## src/rtl/spp_pkg.sv

```systemverilog
// Spark pool package: item kinds, slot layout, controller commands and status,
// and the constant tables for spawn velocity, lifetime and colour.
// Depends on nothing; used by every module of the spark pool.
package spp_pkg;

	typedef enum logic [1:0] {
		KIND_CLEAR = 2'd0,
		KIND_SPAWN = 2'd1,
		KIND_TICK  = 2'd2,
		KIND_READ  = 2'd3
	} kind_t;

	typedef enum logic [3:0] {
		ST_IDLE,
		ST_DECODE,
		ST_SP_WR,
		ST_TK_RD,
		ST_TK_LOAD,
		ST_TK_MUL,
		ST_TK_ADD,
		ST_TK_WB,
		ST_DONE
	} state_t;

	typedef struct packed {
		logic [2:0][31:0] pos;
		logic [2:0][31:0] vel;
		logic [3:0]       age;
		logic [3:0]       life;
		logic [1:0]       variant;
	} slot_t;

	typedef struct packed {
		logic take;
		logic clear;
		logic spawn_wr;
		logic tick_start;
		logic tick_read;
		logic tick_load;
		logic tick_mul;
		logic tick_add;
		logic tick_wb;
		logic entry_read;
		logic result_load;
	} cmd_t;

	typedef struct packed {
		kind_t kind;
		logic  spawn_fit;
		logic  spawn_last;
		logic  tick_end;
		logic  axis_last;
	} status_t;

	localparam logic signed [17:0] GAIN_Q16    = 18'sd94372;
	localparam logic signed [17:0] DECAY_Q16   = 18'sd41943;
	localparam logic signed [35:0] POS_GRAVITY = 36'sd1720;
	localparam logic signed [35:0] VEL_GRAVITY = 36'sd1106;
	localparam int                 COLOUR_LEN  = 13;

	localparam logic [2:0][31:0] VEL_AXIS = {32'd10819, 32'd9737, 32'd8655};
	localparam logic [2:0][31:0] VEL_DIAG = {32'd7650, 32'd6885, 32'd6120};
	localparam logic [2:0][31:0] VEL_FWD  = {32'd23202, 32'd20881, 32'd18561};
	localparam logic [7:0][3:0]  LIFE_TABLE =
		{4'd12, 4'd10, 4'd5, 4'd8, 4'd11, 4'd7, 4'd9, 4'd6};

	localparam logic [2:0][COLOUR_LEN-1:0][14:0] COLOUR_TABLE = {
		{15'h093F, 15'h095F, 15'h097F, 15'h097F, 15'h099F, 15'h09BF, 15'h09BF,
		 15'h09DF, 15'h09FE, 15'h0A1E, 15'h0A1E, 15'h0A3E, 15'h0A5E},
		{15'h0E9E, 15'h12BF, 15'h12DF, 15'h16DF, 15'h16FF, 15'h1B1F, 15'h1B3F,
		 15'h1B5F, 15'h1F7F, 15'h1F9F, 15'h23BF, 15'h23DF, 15'h27FF},
		{15'h335F, 15'h335F, 15'h335F, 15'h335F, 15'h375F, 15'h3B7F, 15'h437F,
		 15'h479F, 15'h4FBF, 15'h53BF, 15'h5BDF, 15'h5FFF, 15'h67FF}
	};

	// Signed step code: 2 axis, 1 diagonal, 0 none, negatives mirrored.
	function automatic logic [31:0] dir_speed(input logic [2:0] code, input logic [1:0] v);
		logic [31:0] r;
		r = 32'd0;
		case (code)
			3'd2: r = VEL_AXIS[v];
			3'd1: r = VEL_DIAG[v];
			3'd7: r = 32'd0 - VEL_DIAG[v];
			3'd6: r = 32'd0 - VEL_AXIS[v];
			default: r = 32'd0;
		endcase
		return r;
	endfunction

	function automatic logic [2:0][31:0] spawn_vel(input logic [1:0] v, input logic [2:0] d);
		logic [2:0] cx;
		logic [2:0] cy;
		logic [2:0][31:0] r;
		case (d)
			3'd0: begin cx = 3'd2; cy = 3'd0; end
			3'd1: begin cx = 3'd1; cy = 3'd1; end
			3'd2: begin cx = 3'd0; cy = 3'd2; end
			3'd3: begin cx = 3'd7; cy = 3'd1; end
			3'd4: begin cx = 3'd6; cy = 3'd0; end
			3'd5: begin cx = 3'd7; cy = 3'd7; end
			3'd6: begin cx = 3'd0; cy = 3'd6; end
			default: begin cx = 3'd1; cy = 3'd7; end
		endcase
		r[0] = dir_speed(cx, v);
		r[1] = dir_speed(cy, v);
		r[2] = VEL_FWD[v];
		return r;
	endfunction

	function automatic logic [31:0] sat32(input logic signed [35:0] s);
		logic [31:0] r;
		if (s > 36'sh0_7FFF_FFFF) begin
			r = 32'h7FFF_FFFF;
		end else if (s < -36'sh0_8000_0000) begin
			r = 32'h8000_0000;
		end else begin
			r = s[31:0];
		end
		return r;
	endfunction

endpackage

```

## src/rtl/spp_ctrl.sv

```systemverilog
// Spark pool controller: the sequencing state machine.
// Depends on spp_pkg; drives spp_dpath through cmd_t and reads status_t.
module spp_ctrl import spp_pkg::*; (
	input  logic    clk,
	input  logic    arst_n,
	input  logic    in_valid,
	input  logic    out_free,
	input  status_t status,
	output logic    in_ready,
	output cmd_t    cmd
);

	state_t state_q;
	state_t state_nx;

	always_ff @(posedge clk or negedge arst_n) begin
		if (!arst_n) begin
			state_q <= ST_IDLE;
		end else begin
			state_q <= state_nx;
		end
	end

	always_comb begin
		state_nx = state_q;
		unique case (state_q)
			ST_IDLE:    if (in_valid) state_nx = ST_DECODE;
			ST_DECODE: begin
				unique case (status.kind)
					KIND_SPAWN: state_nx = status.spawn_fit ? ST_SP_WR : ST_DONE;
					KIND_TICK:  state_nx = ST_TK_RD;
					default:    state_nx = ST_DONE;
				endcase
			end
			ST_SP_WR:   if (status.spawn_last) state_nx = ST_DONE;
			ST_TK_RD:   state_nx = status.tick_end ? ST_DONE : ST_TK_LOAD;
			ST_TK_LOAD: state_nx = ST_TK_MUL;
			ST_TK_MUL:  state_nx = ST_TK_ADD;
			ST_TK_ADD:  state_nx = status.axis_last ? ST_TK_WB : ST_TK_MUL;
			ST_TK_WB:   state_nx = ST_TK_RD;
			ST_DONE:    if (out_free) state_nx = ST_IDLE;
			default:    state_nx = ST_IDLE;
		endcase
	end

	always_comb begin
		cmd      = '0;
		in_ready = 1'b0;
		unique case (state_q)
			ST_IDLE: begin
				in_ready = 1'b1;
				cmd.take = in_valid;
			end
			ST_DECODE: begin
				cmd.clear      = (status.kind == KIND_CLEAR);
				cmd.tick_start = (status.kind == KIND_TICK);
				cmd.entry_read = (status.kind == KIND_READ);
			end
			ST_SP_WR:   cmd.spawn_wr = 1'b1;
			ST_TK_RD:   cmd.tick_read = !status.tick_end;
			ST_TK_LOAD: cmd.tick_load = 1'b1;
			ST_TK_MUL:  cmd.tick_mul = 1'b1;
			ST_TK_ADD:  cmd.tick_add = 1'b1;
			ST_TK_WB:   cmd.tick_wb = 1'b1;
			ST_DONE:    cmd.result_load = out_free;
			default:    cmd = '0;
		endcase
	end

endmodule

```

## config.mk

```make
export PLATFORM = sky130hd
export DESIGN_NAME = spp_ctrl
export DESIGN_NICKNAME = d
export VERILOG_FILES = /design/src/rtl/spp_pkg.sv /design/src/rtl/spp_ctrl.sv
export SDC_FILE = /design/constraint.sdc
export NUM_CORES = 1
export LEC_CHECK = 0
export ABC_AREA = 1
export BUFFER_PORTS_ARGS = -buffer_cell sky130_fd_sc_hd__buf_2
export CORE_AREA = 10 10 47 49
export CTS_CLUSTER_SIZE = 20
export DETAILED_ROUTE_END_ITERATION = 10
export DIE_AREA = 0 0 57 59
export GPL_TIMING_DRIVEN = 0
export PLACE_DENSITY = 0.58
export REMOVE_ABC_BUFFERS = 1
export SETUP_SLACK_MARGIN = 0.4
export SLEW_MARGIN = 20
export SYNTH_ARGS = -nofsm -noshare
export SYNTH_HDL_FRONTEND = slang
export SYNTH_SLANG_ARGS = --single-unit
```

## constraint.sdc

```tcl
create_clock -name clk -period 3.3 [get_ports clk]
set_input_delay 0.66 -clock clk [delete_from_list [all_inputs] [get_ports clk]]
set_output_delay 0.66 -clock clk [all_outputs]
set_load 0.01 [all_outputs]
```

Yosys cells after proc, flatten, opt, wreduce, memory -nomap -nowiden

Index checks and enable logic that the tools add are counted.

Eq/ne operators: 14
Muxes and demuxes: 20
Reduce and logical (&&, ||, !) cells: 4

Operators with widths:

| kind                 | number |
|---|---|
| $pmux W4 S9          | 1 |
| $mux W4              | 5 |
| $eq A4 B3 Y1 const B | 4 |
| $mux W1              | 12 |
| $eq A4 B2 Y1 const B | 2 |
| $pmux W4 S2          | 1 |
| $ne A2 B2 Y1 const B | 3 |
| $eq A2 B2 Y1 const B | 2 |
| $eq A4 B1 Y1 const B | 1 |
| $eq A4 B4 Y1 const B | 1 |
| $logic_not A4 Y1     | 1 |
| $reduce_and A3 Y1    | 1 |
| $eq A2 B1 Y1 const B | 1 |
| $logic_not A2 Y1     | 1 |
| $mux W2              | 1 |
| $logic_not A1 Y1     | 1 |

Word-level logic and storage cells: 39
Flip-flop bits (word level): 4
Output and inout bits: 12

Logic depth before layout (Yosys ltp)

Gate-level depths: netlist (run 1).

Depth after elaboration: 3
Gate-level depth with buffers: 8
Mapped depth without buffers: 8

Worst setup path after synthesis (run 1)

No wires, ideal clock.

Path kind: input -> output
From: input port out_free
To: output port cmd[0] (netlist bit)
Stages on the path: 2
Path buffers: 0
Setup slack: 1.543 ns
Data arrival time: 1.097 ns
Path through: inv_1 -> nor4_1

RTL lines:

| element     | RTL line       | text |
|---|---|---|
| from (decl) | spp_ctrl.sv:7  | `input logic out_free,` |
| to (decl)   | spp_ctrl.sv:10 | `output cmd_t cmd` |

==> results of run 1 <==
## final timing paths
check,end,start,slack (ns),cells after the start
worst max-delay path,cmd[0],state_q[0],1.30,4
worst min-delay path,state_q[3],arst_n,0.23,1
worst max register to register,state_q[3],state_q[3],2.15,6
worst min register to register,state_q[2],state_q[1],0.66,2
max in group asynchronous,state_q[0],arst_n,2.95,1
min in group clk,state_q[2],status[1],0.65,2
## power groups by stage
stage / clock (W) / sequential, W / combinational [W]
2_1_floorplan: 0 / 0.0000975 / 0.000174
3_5_place_dp: 0 / 0.000103 / 0.000245
5_1_grt: 0.0000709 / 0.000107 / 0.000285
4_1_cts: 0.0000621 / 0.000102 / 0.000247
3_3_place_gp: 0 / 0.000103 / 0.000242
6_report: 0.0000580 / 0.000102 / 0.000243
## cells by family after synthesis
family | count (synthesis) | synth area share
flip-flops | 4 | 0.2346
buffers and inverters | 18 | 0.1672
AO/OA/AOI/OAI | 5 | 0.07624
AND/OR/NAND/NOR | 39 | 0.4047
adder cells (fa/ha/maj) | 4 | 0.1173
## per-layer routing
layer	GRT usage	vias to the layer above	wire length (um)	share of wire
li1	-	259	-	-
met1	0.08612	204	552	0.50
met2	0.1085	18	472	0.42
met3	0.04506	0	86	0.077
met4	0.01007	0	0	0
met5	0	-	0	0
## worst max-delay path, stage by stage (launching register included)
cell and delay [ns]:
dfrtp_1 0.46, nor2_2 0.22, inv_1 0.10, nor4_1 0.16, buf_2 0.17
## cell type report
type	instances	share of cell area
Multi-Input combinational cell	48	0.4503
Sequential cell	4	0.1766
Clock buffer	3	0.03974
Inverter	17	0.1126
Tap cell	16	0.03532
Timing Repair Buffer	21	0.1854
## Yosys cell counts, drive strengths merged
library cell,count,area [um2]
o211ai,2,15.01
nor2,18,80.07
nand3,5,25.02
nand3b,1,7.510
dfrtp,4,100.1
nor3,1,5.000
inv,17,63.81
buf,1,7.510
o21a,1,7.510
nor4,1,6.260
nand2,13,48.80
o21ai,2,10.01
ha,4,50.05
## metrics by stage
stage	area [um2]	cells
3_3_place_gp	544.3	106
5_1_grt	566.8	109
3_5_place_dp	544.3	106
6_report	566.8	109
4_1_cts	566.8	109
2_1_floorplan	419.2	69
==> run_results.csv, run 1 <==
group,metric,value,unit
cells_and_area,top_regs,"state_q: 4 flops",
logic_synthesis,yosys_register_bits,4,
sta,fin_hold_ws,0.2282,ns
sta,max_slew.worst_pin.slew,0.2713,ns
sta,period_share,0.6075,
sta,maxSlewViolCount,0,
routing,vias_per_cell,4.413,
cells_and_area,final_layout_size_suffix_gt1_frac,0.3011,
floorplanning,die_y,59,um
floorplanning,ios,22,
logic_synthesis,ys_seq_area_frac,0.2346,
clock_network,cts_hold_buf,0,
floorplanning,row_count,14,
sta,finalSetupTns,0,ns
clock_network,h-tree-depth,1,
critical_path,crit_type,"flip-flop to output pin",
grt,grt_max_degree,10,
outcome,status,"finished, final reports clean",
floorplanning,fp.coreArea,1401,um2
sta,finalWorstSetupSlack,1.295,ns
cells_and_area,final_common_cell,"buf_2",
cells_and_area,final_cell_mix,"buf_2 (21), inv_1 (16), nor2_1 (15)",
logic_synthesis,ys_types,16,
cells_and_area,largest_reg_flops,4,
power_and_ir_drop,seq_power_share,0.254,
clock_network,tritoncts,"done",
grt,first_global_vias,493,
sta,finalSetupViolations,0,
placed_design,portBuffers,21,
logic_synthesis,syn-mean-instance-area,6.095,um2
power_and_ir_drop,p_int,0.0001979,W
cells_and_area,antenna_cells,0,
cells_and_area,n_fill_cell,172,
routing,drc,0,
routing,wirelength,1112,um
floorplanning,die_area,3363,um2
power_and_ir_drop,p_sw,0.0002058,W
sta,max_slew_margin,0.8191,
grt,grt_overflow_total,0,
cells_and_area,regMostFlops,"state_q",
floorplanning,die_w,57,um
clock_network,postCtsSetupBuffers,0,
routing,firstDrtPassIters,4,
power_and_ir_drop,ir_worst_vdd,0.0003317,V
clock_network,numCtsBuffers,3,
power_and_ir_drop,power_frac_comb,0.602,
power_and_ir_drop,leakagePower,0.3666,nW
critical_path,endpoint_kind,"output pin",
power_and_ir_drop,p_per_area,712.2,nW/um2
grt,antenna_found_initial,0,
grt,grt_util_all_layers,0.07192,
job,maxCapViolCount,0,
clock_network,clockBufferDepth,2,
min_path,hold_class,"input pin to async pin",
clock_network,cts-root-buf,"clkbuf_4",
power_and_ir_drop,finalPower,0.0004037,W
sta,rsz0062_at_grt,"false",
critical_path,worstPathArrival,1.34,ns
clock_network,path_clk_slew,0.04,ns
logic_synthesis,syn_area,426.7,um2
sta,period_needed,2.005,ns
sta,fmax,498.8,MHz
cells_and_area,fin_util,0.4045,
cells_and_area,syn_to_final_growth,32.84,%
sta,skew,0.001321,ns
cells_and_area,nets,109,
floorplanning,start_util,0.3045,
placed_design,dp_hpwl,993.5,um
sta,hold_violations,0,
critical_path,worst_ep_required_time,2.64,ns
routing,antenna_left,0,
power_and_ir_drop,swShare,0.5099,
cells_and_area,multi_input_area,255.2,um2
grt,grt_pass1_wl,2007,um
placed_design,gp_congestion,0.8213,
critical_path,startpoint_type,"flip-flop",
routing,vias,481,
clock_network,clk_latency,0.23,ns
routing,first_iter_violations,7,
logic_synthesis,syn_inst,70,
power_and_ir_drop,pwr-share-clk,0.144,
logic_synthesis,yosys_warnings,0,
cells_and_area,seqCellArea,100.1,um2
routing,routedWlPerCell,10.20,um
critical_path,crit_fanout,9,
placed_design,preCtsSetupSlack,1.319,ns
clock_network,ctsResizeCount,0,
clock_network,cts.sinks,4,
No activity file was read; power rests on OpenSTA's default activity.
==> run 2, diff against run 1 <==
--- a/config.mk
+++ b/config.mk
@@ -12,7 +12,7 @@
 export DETAILED_ROUTE_END_ITERATION = 10
 export DIE_AREA = 0 0 57 59
 export GPL_TIMING_DRIVEN = 0
-export PLACE_DENSITY = 0.58
+export PLACE_DENSITY = 0.6
 export REMOVE_ABC_BUFFERS = 1
 export SETUP_SLACK_MARGIN = 0.4
 export SLEW_MARGIN = 20
==> constraint.sdc (replaced) <==
create_clock -name clk -period 1.8 [get_ports clk]
set_input_delay 0.36 -clock clk [delete_from_list [all_inputs] [get_ports clk]]
set_output_delay 0.36 -clock clk [all_outputs]
set_load 0.01 [all_outputs]
==> run_results.csv, run 2 (synthesis results as in run 1) <==
group,metric,value,unit
sta,max_slew.worst_pin.slew,0.1861,ns
routing,vias,537,
routing,drc,0,
grt,grt_util_all_layers,0.07326,
routing,antenna_left,0,
critical_path,crit_family,"flip-flops",
sta,rsz0062_at_grt,"true",
cells_and_area,syn_to_final_growth,59.24,%
critical_path,worst_ep_required_time,1.44,ns
sta,period_needed,1.610,ns
floorplanning,die_area,3363,um2
cells_and_area,antenna_cells,0,
critical_path,crit_slowest_cell,"dfrtp_1",
cells_and_area,multi_input_area,279.0,um2
critical_path,slowest_delay,0.42,ns
grt,grt_max_degree,7,
clock_network,path_clk_slew,0.04,ns
cells_and_area,n_fill_cell,159,
cells_and_area,seqCellArea,103.9,um2
sta,hold_violations,0,
clock_network,clockBufferDepth,2,
cells_and_area,final_cell_mix,"buf_2 (21), nor2_1 (14), nand2_1 (13), inv_1 (13), buf_4 (10)",
cells_and_area,largest_reg_flops,4,
power_and_ir_drop,ir_worst_vdd,0.0004331,V
clock_network,cts.sinks,4,
routing,first_iter_violations,8,
critical_path,worstPathArrival,1.25,ns
outcome,status,"finished, final reports clean",
grt,grt_overflow_total,0,
min_path,hold_class,"input pin to flip-flop",
placed_design,preCtsSetupSlack,0.3531,ns
critical_path,cp.depth,5,
cells_and_area,nets,120,
power_and_ir_drop,p_per_area,1431,nW/um2
sta,maxSlewViolCount,0,
clock_network,tritoncts,"done",
floorplanning,start_util,0.3045,
sta,skew,0.003712,ns
critical_path,startpoint_type,"flip-flop",
placed_design,portBuffers,21,
cells_and_area,final_layout_size_suffix_gt1_frac,0.4519,
grt,antenna_found_initial,0,
routing,vias_per_cell,4.475,
floorplanning,die_y,59,um
sta,finalSetupTns,0,ns
clock_network,h-tree-depth,1,
clock_network,clk_latency,0.25,ns
critical_path,worstRegToRegCells,8,
floorplanning,die_w,57,um
job,maxCapViolCount,0,
power_and_ir_drop,leakagePower,0.4206,nW
floorplanning,row_count,14,
cells_and_area,top_regs,"state_q: 4 flops",
cells_and_area,final_common_cell,"buf_2",
grt,first_global_vias,497,
critical_path,crit_chain,"nor2_4, buf_4, nand2_1, inv_1, buf_2",
cells_and_area,regMostFlops,"state_q",
critical_path,path_buf_inv,3,
critical_path,crit_type,"flip-flop to output pin",
floorplanning,fp.coreArea,1401,um2
sta,finalSetupViolations,0,
clock_network,numCtsBuffers,3,
critical_path,crit_fanout,6,
placed_design,gp_congestion,0.7467,
sta,period_share,0.8944,
floorplanning,ios,22,
critical_path,endpoint_kind,"output pin",
routing,wirelength,1287,um
routing,firstDrtPassIters,4,
placed_design,dp_hpwl,960.8,um
sta,max_slew_margin,0.8754,
clock_network,cts-root-buf,"clkbuf_4",
routing,routedWlPerCell,10.73,um
min_path,whs_path_depth,2,
grt,grt_pass1_wl,1987,um
sta,finalWorstSetupSlack,0.1901,ns
sta,fmax,621.2,MHz
==> run 2: cell count changes in the layout (fill, tap and decap cells not counted), sizes merged <==
cell / previous run / this run
buf: 21 / 31
dlygate4sd3: 0 / 1
==> run 2: metal layers <==
layer	vias to the layer above	track usage	wire length [um]
met5	-	0	0
met4	0	0.06040	22
met3	2	0.02361	113
met2	20	0.1333	646
met1	235	0.06467	504
li1	280	-	-
==> run 2: final timing paths <==
| check | from | slack [ns] | to |
|---|---|---|---|
| max | state_q[2] | 0.19 | cmd[8] |
| min | status[1] | 0.33 | state_q[2] |
| max reg2reg | state_q[1] | 0.54 | state_q[3] |
| min reg2reg | state_q[1] | 0.68 | state_q[2] |
| max in group asynchronous | arst_n | 1.22 | state_q[0] |
| min in group asynchronous | arst_n | 0.45 | state_q[1] |
==> run 2: worst register-to-register path, stage by stage, from the launching register on <==
cell and delay, ns:
dfrtp_2 0.44, nor2_4 0.14, buf_4 0.12, buf_4 0.10
nand3_1 0.10, nand2_1 0.08, nor2_1 0.05, nand2_1 0.07
nand2_1 0.05
==> run 2: through the flow <==
step                      cell area, um2  total power [W]  utilization  std cells  hold slack (ns)
final                              679.4        0.0009719       0.4848        120           0.3319
after global placement             544.3        0.0006359       0.3884        106           0.1649
after global routing               679.4         0.001059       0.4848        120           0.3381
after detailed placement           544.3        0.0006380       0.3884        106           0.1715
after CTS                          650.6        0.0009164       0.4643        117           0.3387
after floorplan                    419.2        0.0004974            -         69          0.06441
==> run 2: area by class of cell <==
| cell class | instances | area share |
|---|---|---|
| clock buffer | 3 | 0.03315 |
| inverter | 17 | 0.09392 |
| multi-input combinational | 48 | 0.4107 |
| sequential | 4 | 0.1529 |
| tap | 16 | 0.02947 |
| timing repair buffer | 32 | 0.2799 |
==> run 2: where the power goes <==
part | switching [W] | internal (W)
clock network | 0.0000482 | 0.0000754
registers | 0.0000572 | 0.000133
logic | 0.000360 | 0.000299
total | 0.000465 | 0.000507
==> run 2: repair_timing <==
| action | in CTS | in global routing |
|---|---|---|
| gates resized for setup | 9 | 2 |
| setup endpoints to repair | 12 | 12 |
| hold buffers | 1 | 0 |
| buffers inserted | 7 | 3 |
| pin swaps | 4 | 1 |
| hold endpoints to repair | 4 | 0 |
==> run 3, diff against run 2 <==
==> constraint.sdc (replaced) <==
create_clock -name clk -period 1.47 [get_ports clk]
set_input_delay 0.294 -clock clk [delete_from_list [all_inputs] [get_ports clk]]
set_output_delay 0.294 -clock clk [all_outputs]
set_load 0.01 [all_outputs]
==> run_results.csv, run 3 (synthesis results as in run 1) <==
group,metric,value,unit
grt,busiest_layer,"met2",
routing,drc,0,
sta,period_needed,1.559,ns
critical_path,crit_family,"simple AND/OR/NAND/NOR gates",
critical_path,crit_chain,"nor2_4, nand3_4, nor2_1, buf_2",
sta,finalSetupViolations,11,
clock_network,clockBufferDepth,2,
power_and_ir_drop,ir_worst_vdd,0.0006581,V
sta,finalWorstSetupSlack,-0.08936,ns
routing,vias_per_cell,4.520,
cells_and_area,final_cell_mix,"buf_2 (19), inv_1 (12), nand2_1 (11), buf_4 (11), nor2_1 (8)",
cells_and_area,syn_to_final_growth,88.56,%
critical_path,endpoint_kind,"output pin",
critical_path,crit_fanout,6,
cells_and_area,fin_util,0.5741,
clock_network,numCtsBuffers,3,
critical_path,startpoint_type,"flip-flop",
critical_path,path_buf_inv,1,
critical_path,worst_ep_required_time,1.18,ns
clock_network,cts.sinks,4,
cells_and_area,largest_reg_flops,4,
cells_and_area,n_fill_cell,138,
placed_design,dp_hpwl,960.8,um
cells_and_area,final_common_cell,"buf_2",
clock_network,tritoncts,"done",
power_and_ir_drop,p_sw,0.0007106,W
outcome,status,"finished, violations left",
sta,hold_violations,0,
sta,rsz0062_at_grt,"true",
critical_path,worstPathArrival,1.27,ns
routing,firstDrtPassIters,4,
sta,max_slew_margin,0.8540,
critical_path,crit_slowest_cell,"dfrtp_2",
min_path,hold_class,"input pin to flip-flop",
floorplanning,die_area,3363,um2
clock_network,clk_latency,0.25,ns
cells_and_area,final_layout_size_suffix_gt1_frac,0.5780,
cells_and_area,top_regs,"state_q: 4 flops",
min_path,whs_path_depth,2,
power_and_ir_drop,pwr-share-clk,0.101,
floorplanning,die_y,59,um
routing,antenna_left,0,
grt,grt_util_all_layers,0.08106,
grt,use_met1,0.07305,
placed_design,gp_congestion,0.7467,
floorplanning,row_count,14,
power_and_ir_drop,p_int,0.0007806,W
grt,grt_max_degree,7,
sta,max_slew.worst_pin.slew,0.2185,ns
power_and_ir_drop,swShare,0.4765,
floorplanning,die_w,57,um
sta,skew,0.002146,ns
clock_network,cts-root-buf,"clkbuf_4",
grt,grt_overflow_total,0,
sta,fmax,641.3,MHz
critical_path,regToRegEndpoint,"state_q[0]",
power_and_ir_drop,seq_power_share,0.156,
sta,maxSlewViolCount,0,
job,maxCapViolCount,0,
placed_design,portBuffers,21,
power_and_ir_drop,finalPower,0.001491,W
grt,first_global_vias,545,
floorplanning,start_util,0.3045,
routing,routedWlPerCell,11.58,um
routing,first_iter_violations,2,
routing,wirelength,1448,um
routing,vias,565,
outcome,failed_checks,"setup timing",
floorplanning,fp.coreArea,1401,um2
cells_and_area,nets,125,
power_and_ir_drop,leakagePower,0.4545,nW
min_path,hold_end,"state_q[2]",
critical_path,slowest_delay,0.42,ns
cells_and_area,multi_input_area,336.6,um2
cells_and_area,antenna_cells,0,
cells_and_area,seqCellArea,103.9,um2
critical_path,crit_type,"flip-flop to output pin",
critical_path,rr_startpoint,"state_q[3]",
grt,grt_use_met3,0.02361,
power_and_ir_drop,p_per_area,1854,nW/um2
min_path,hp-start,"status[1]",
clock_network,h-tree-depth,1,
grt,grtUsageMet2,0.1504,
critical_path,worstRegToRegCells,9,
floorplanning,ios,22,
power_and_ir_drop,power_frac_comb,0.743,
grt,grt_pass1_wl,2201,um
sta,period_share,1.061,
grt,antenna_found_initial,0,
cells_and_area,regMostFlops,"state_q",
critical_path,rrSetupSlack,0,ns
clock_network,path_clk_slew,0.04,ns
run 3: changes by cell type in the layout (fill, tap and decap cells not counted), moves of 2 or more:
cell | previous run | this run
buf_2 | 21 | 19
buf_6 | 0 | 6
nand2_1 | 13 | 11
nor2_1 | 14 | 8
nor2_2 | 1 | 4
nor2_4 | 3 | 6
run 3: power by group through the flow:
stage	clock [W]	combinational, W	sequential, W
after CTS	0.000147	0.000902	0.000232
after global placement	0	0.000547	0.000232
after global routing	0.000157	0.00120	0.000239
after detailed placement	0	0.000549	0.000232
after floorplan	0	0.000390	0.000219
final	0.000150	0.00111	0.000233
run 3: per-stage QoR:
step / area, um2 / worst slack, ns / TNS [ns] / hold WS, ns / cells
floorplan: 419.2 / 0.1368 / 0 / -0.001591 / 69
global placement: 544.3 / 0.09908 / 0 / 0.09888 / 106
detailed placement: 544.3 / 0.08909 / 0 / 0.1055 / 106
CTS: 733.2 / -0.05766 / -0.3277 / 0.2727 / 121
global route: 804.5 / -0.1441 / -1.397 / 0.2684 / 125
finish: 804.5 / -0.08936 / -0.5829 / 0.2676 / 125
run 3: cell type report:
type,count,share of cell area
clock buffer,3,0.02799
inverter,17,0.08243
multi-input combinational,48,0.4184
sequential,4,0.1291
tap,16,0.02488
timing repair buffer,37,0.3173
run 3: worst max path at each step:
stage,startpoint,endpoint,cells after the start
floorplan,state_q[0],cmd[0],3
global placement,state_q[2],cmd[3],5
detailed placement,state_q[2],cmd[3],5
CTS,state_q[3],cmd[9],4
global route,state_q[3],cmd[9],4
finish,state_q[3],cmd[9],4
run 3: per-layer routing:
layer,part of all wire,routed length (um),up-vias
li1,-,-,292
met1,0.35,512,247
met2,0.53,772,22
met3,0.081,117,4
met4,0.032,46,0
met5,0,0,-
run 3: timing repair:
| item | 4_1_cts | 5_1_grt |
|---|---|---|
| hold buffers | 1 | 0 |
| buffers inserted | 11 | 4 |
| pin swaps | 7 | 10 |
| gates resized for setup | 22 | 12 |
| hold endpoints to repair | 4 | 0 |
| endpoints found under the setup margin | 15 | 15 |
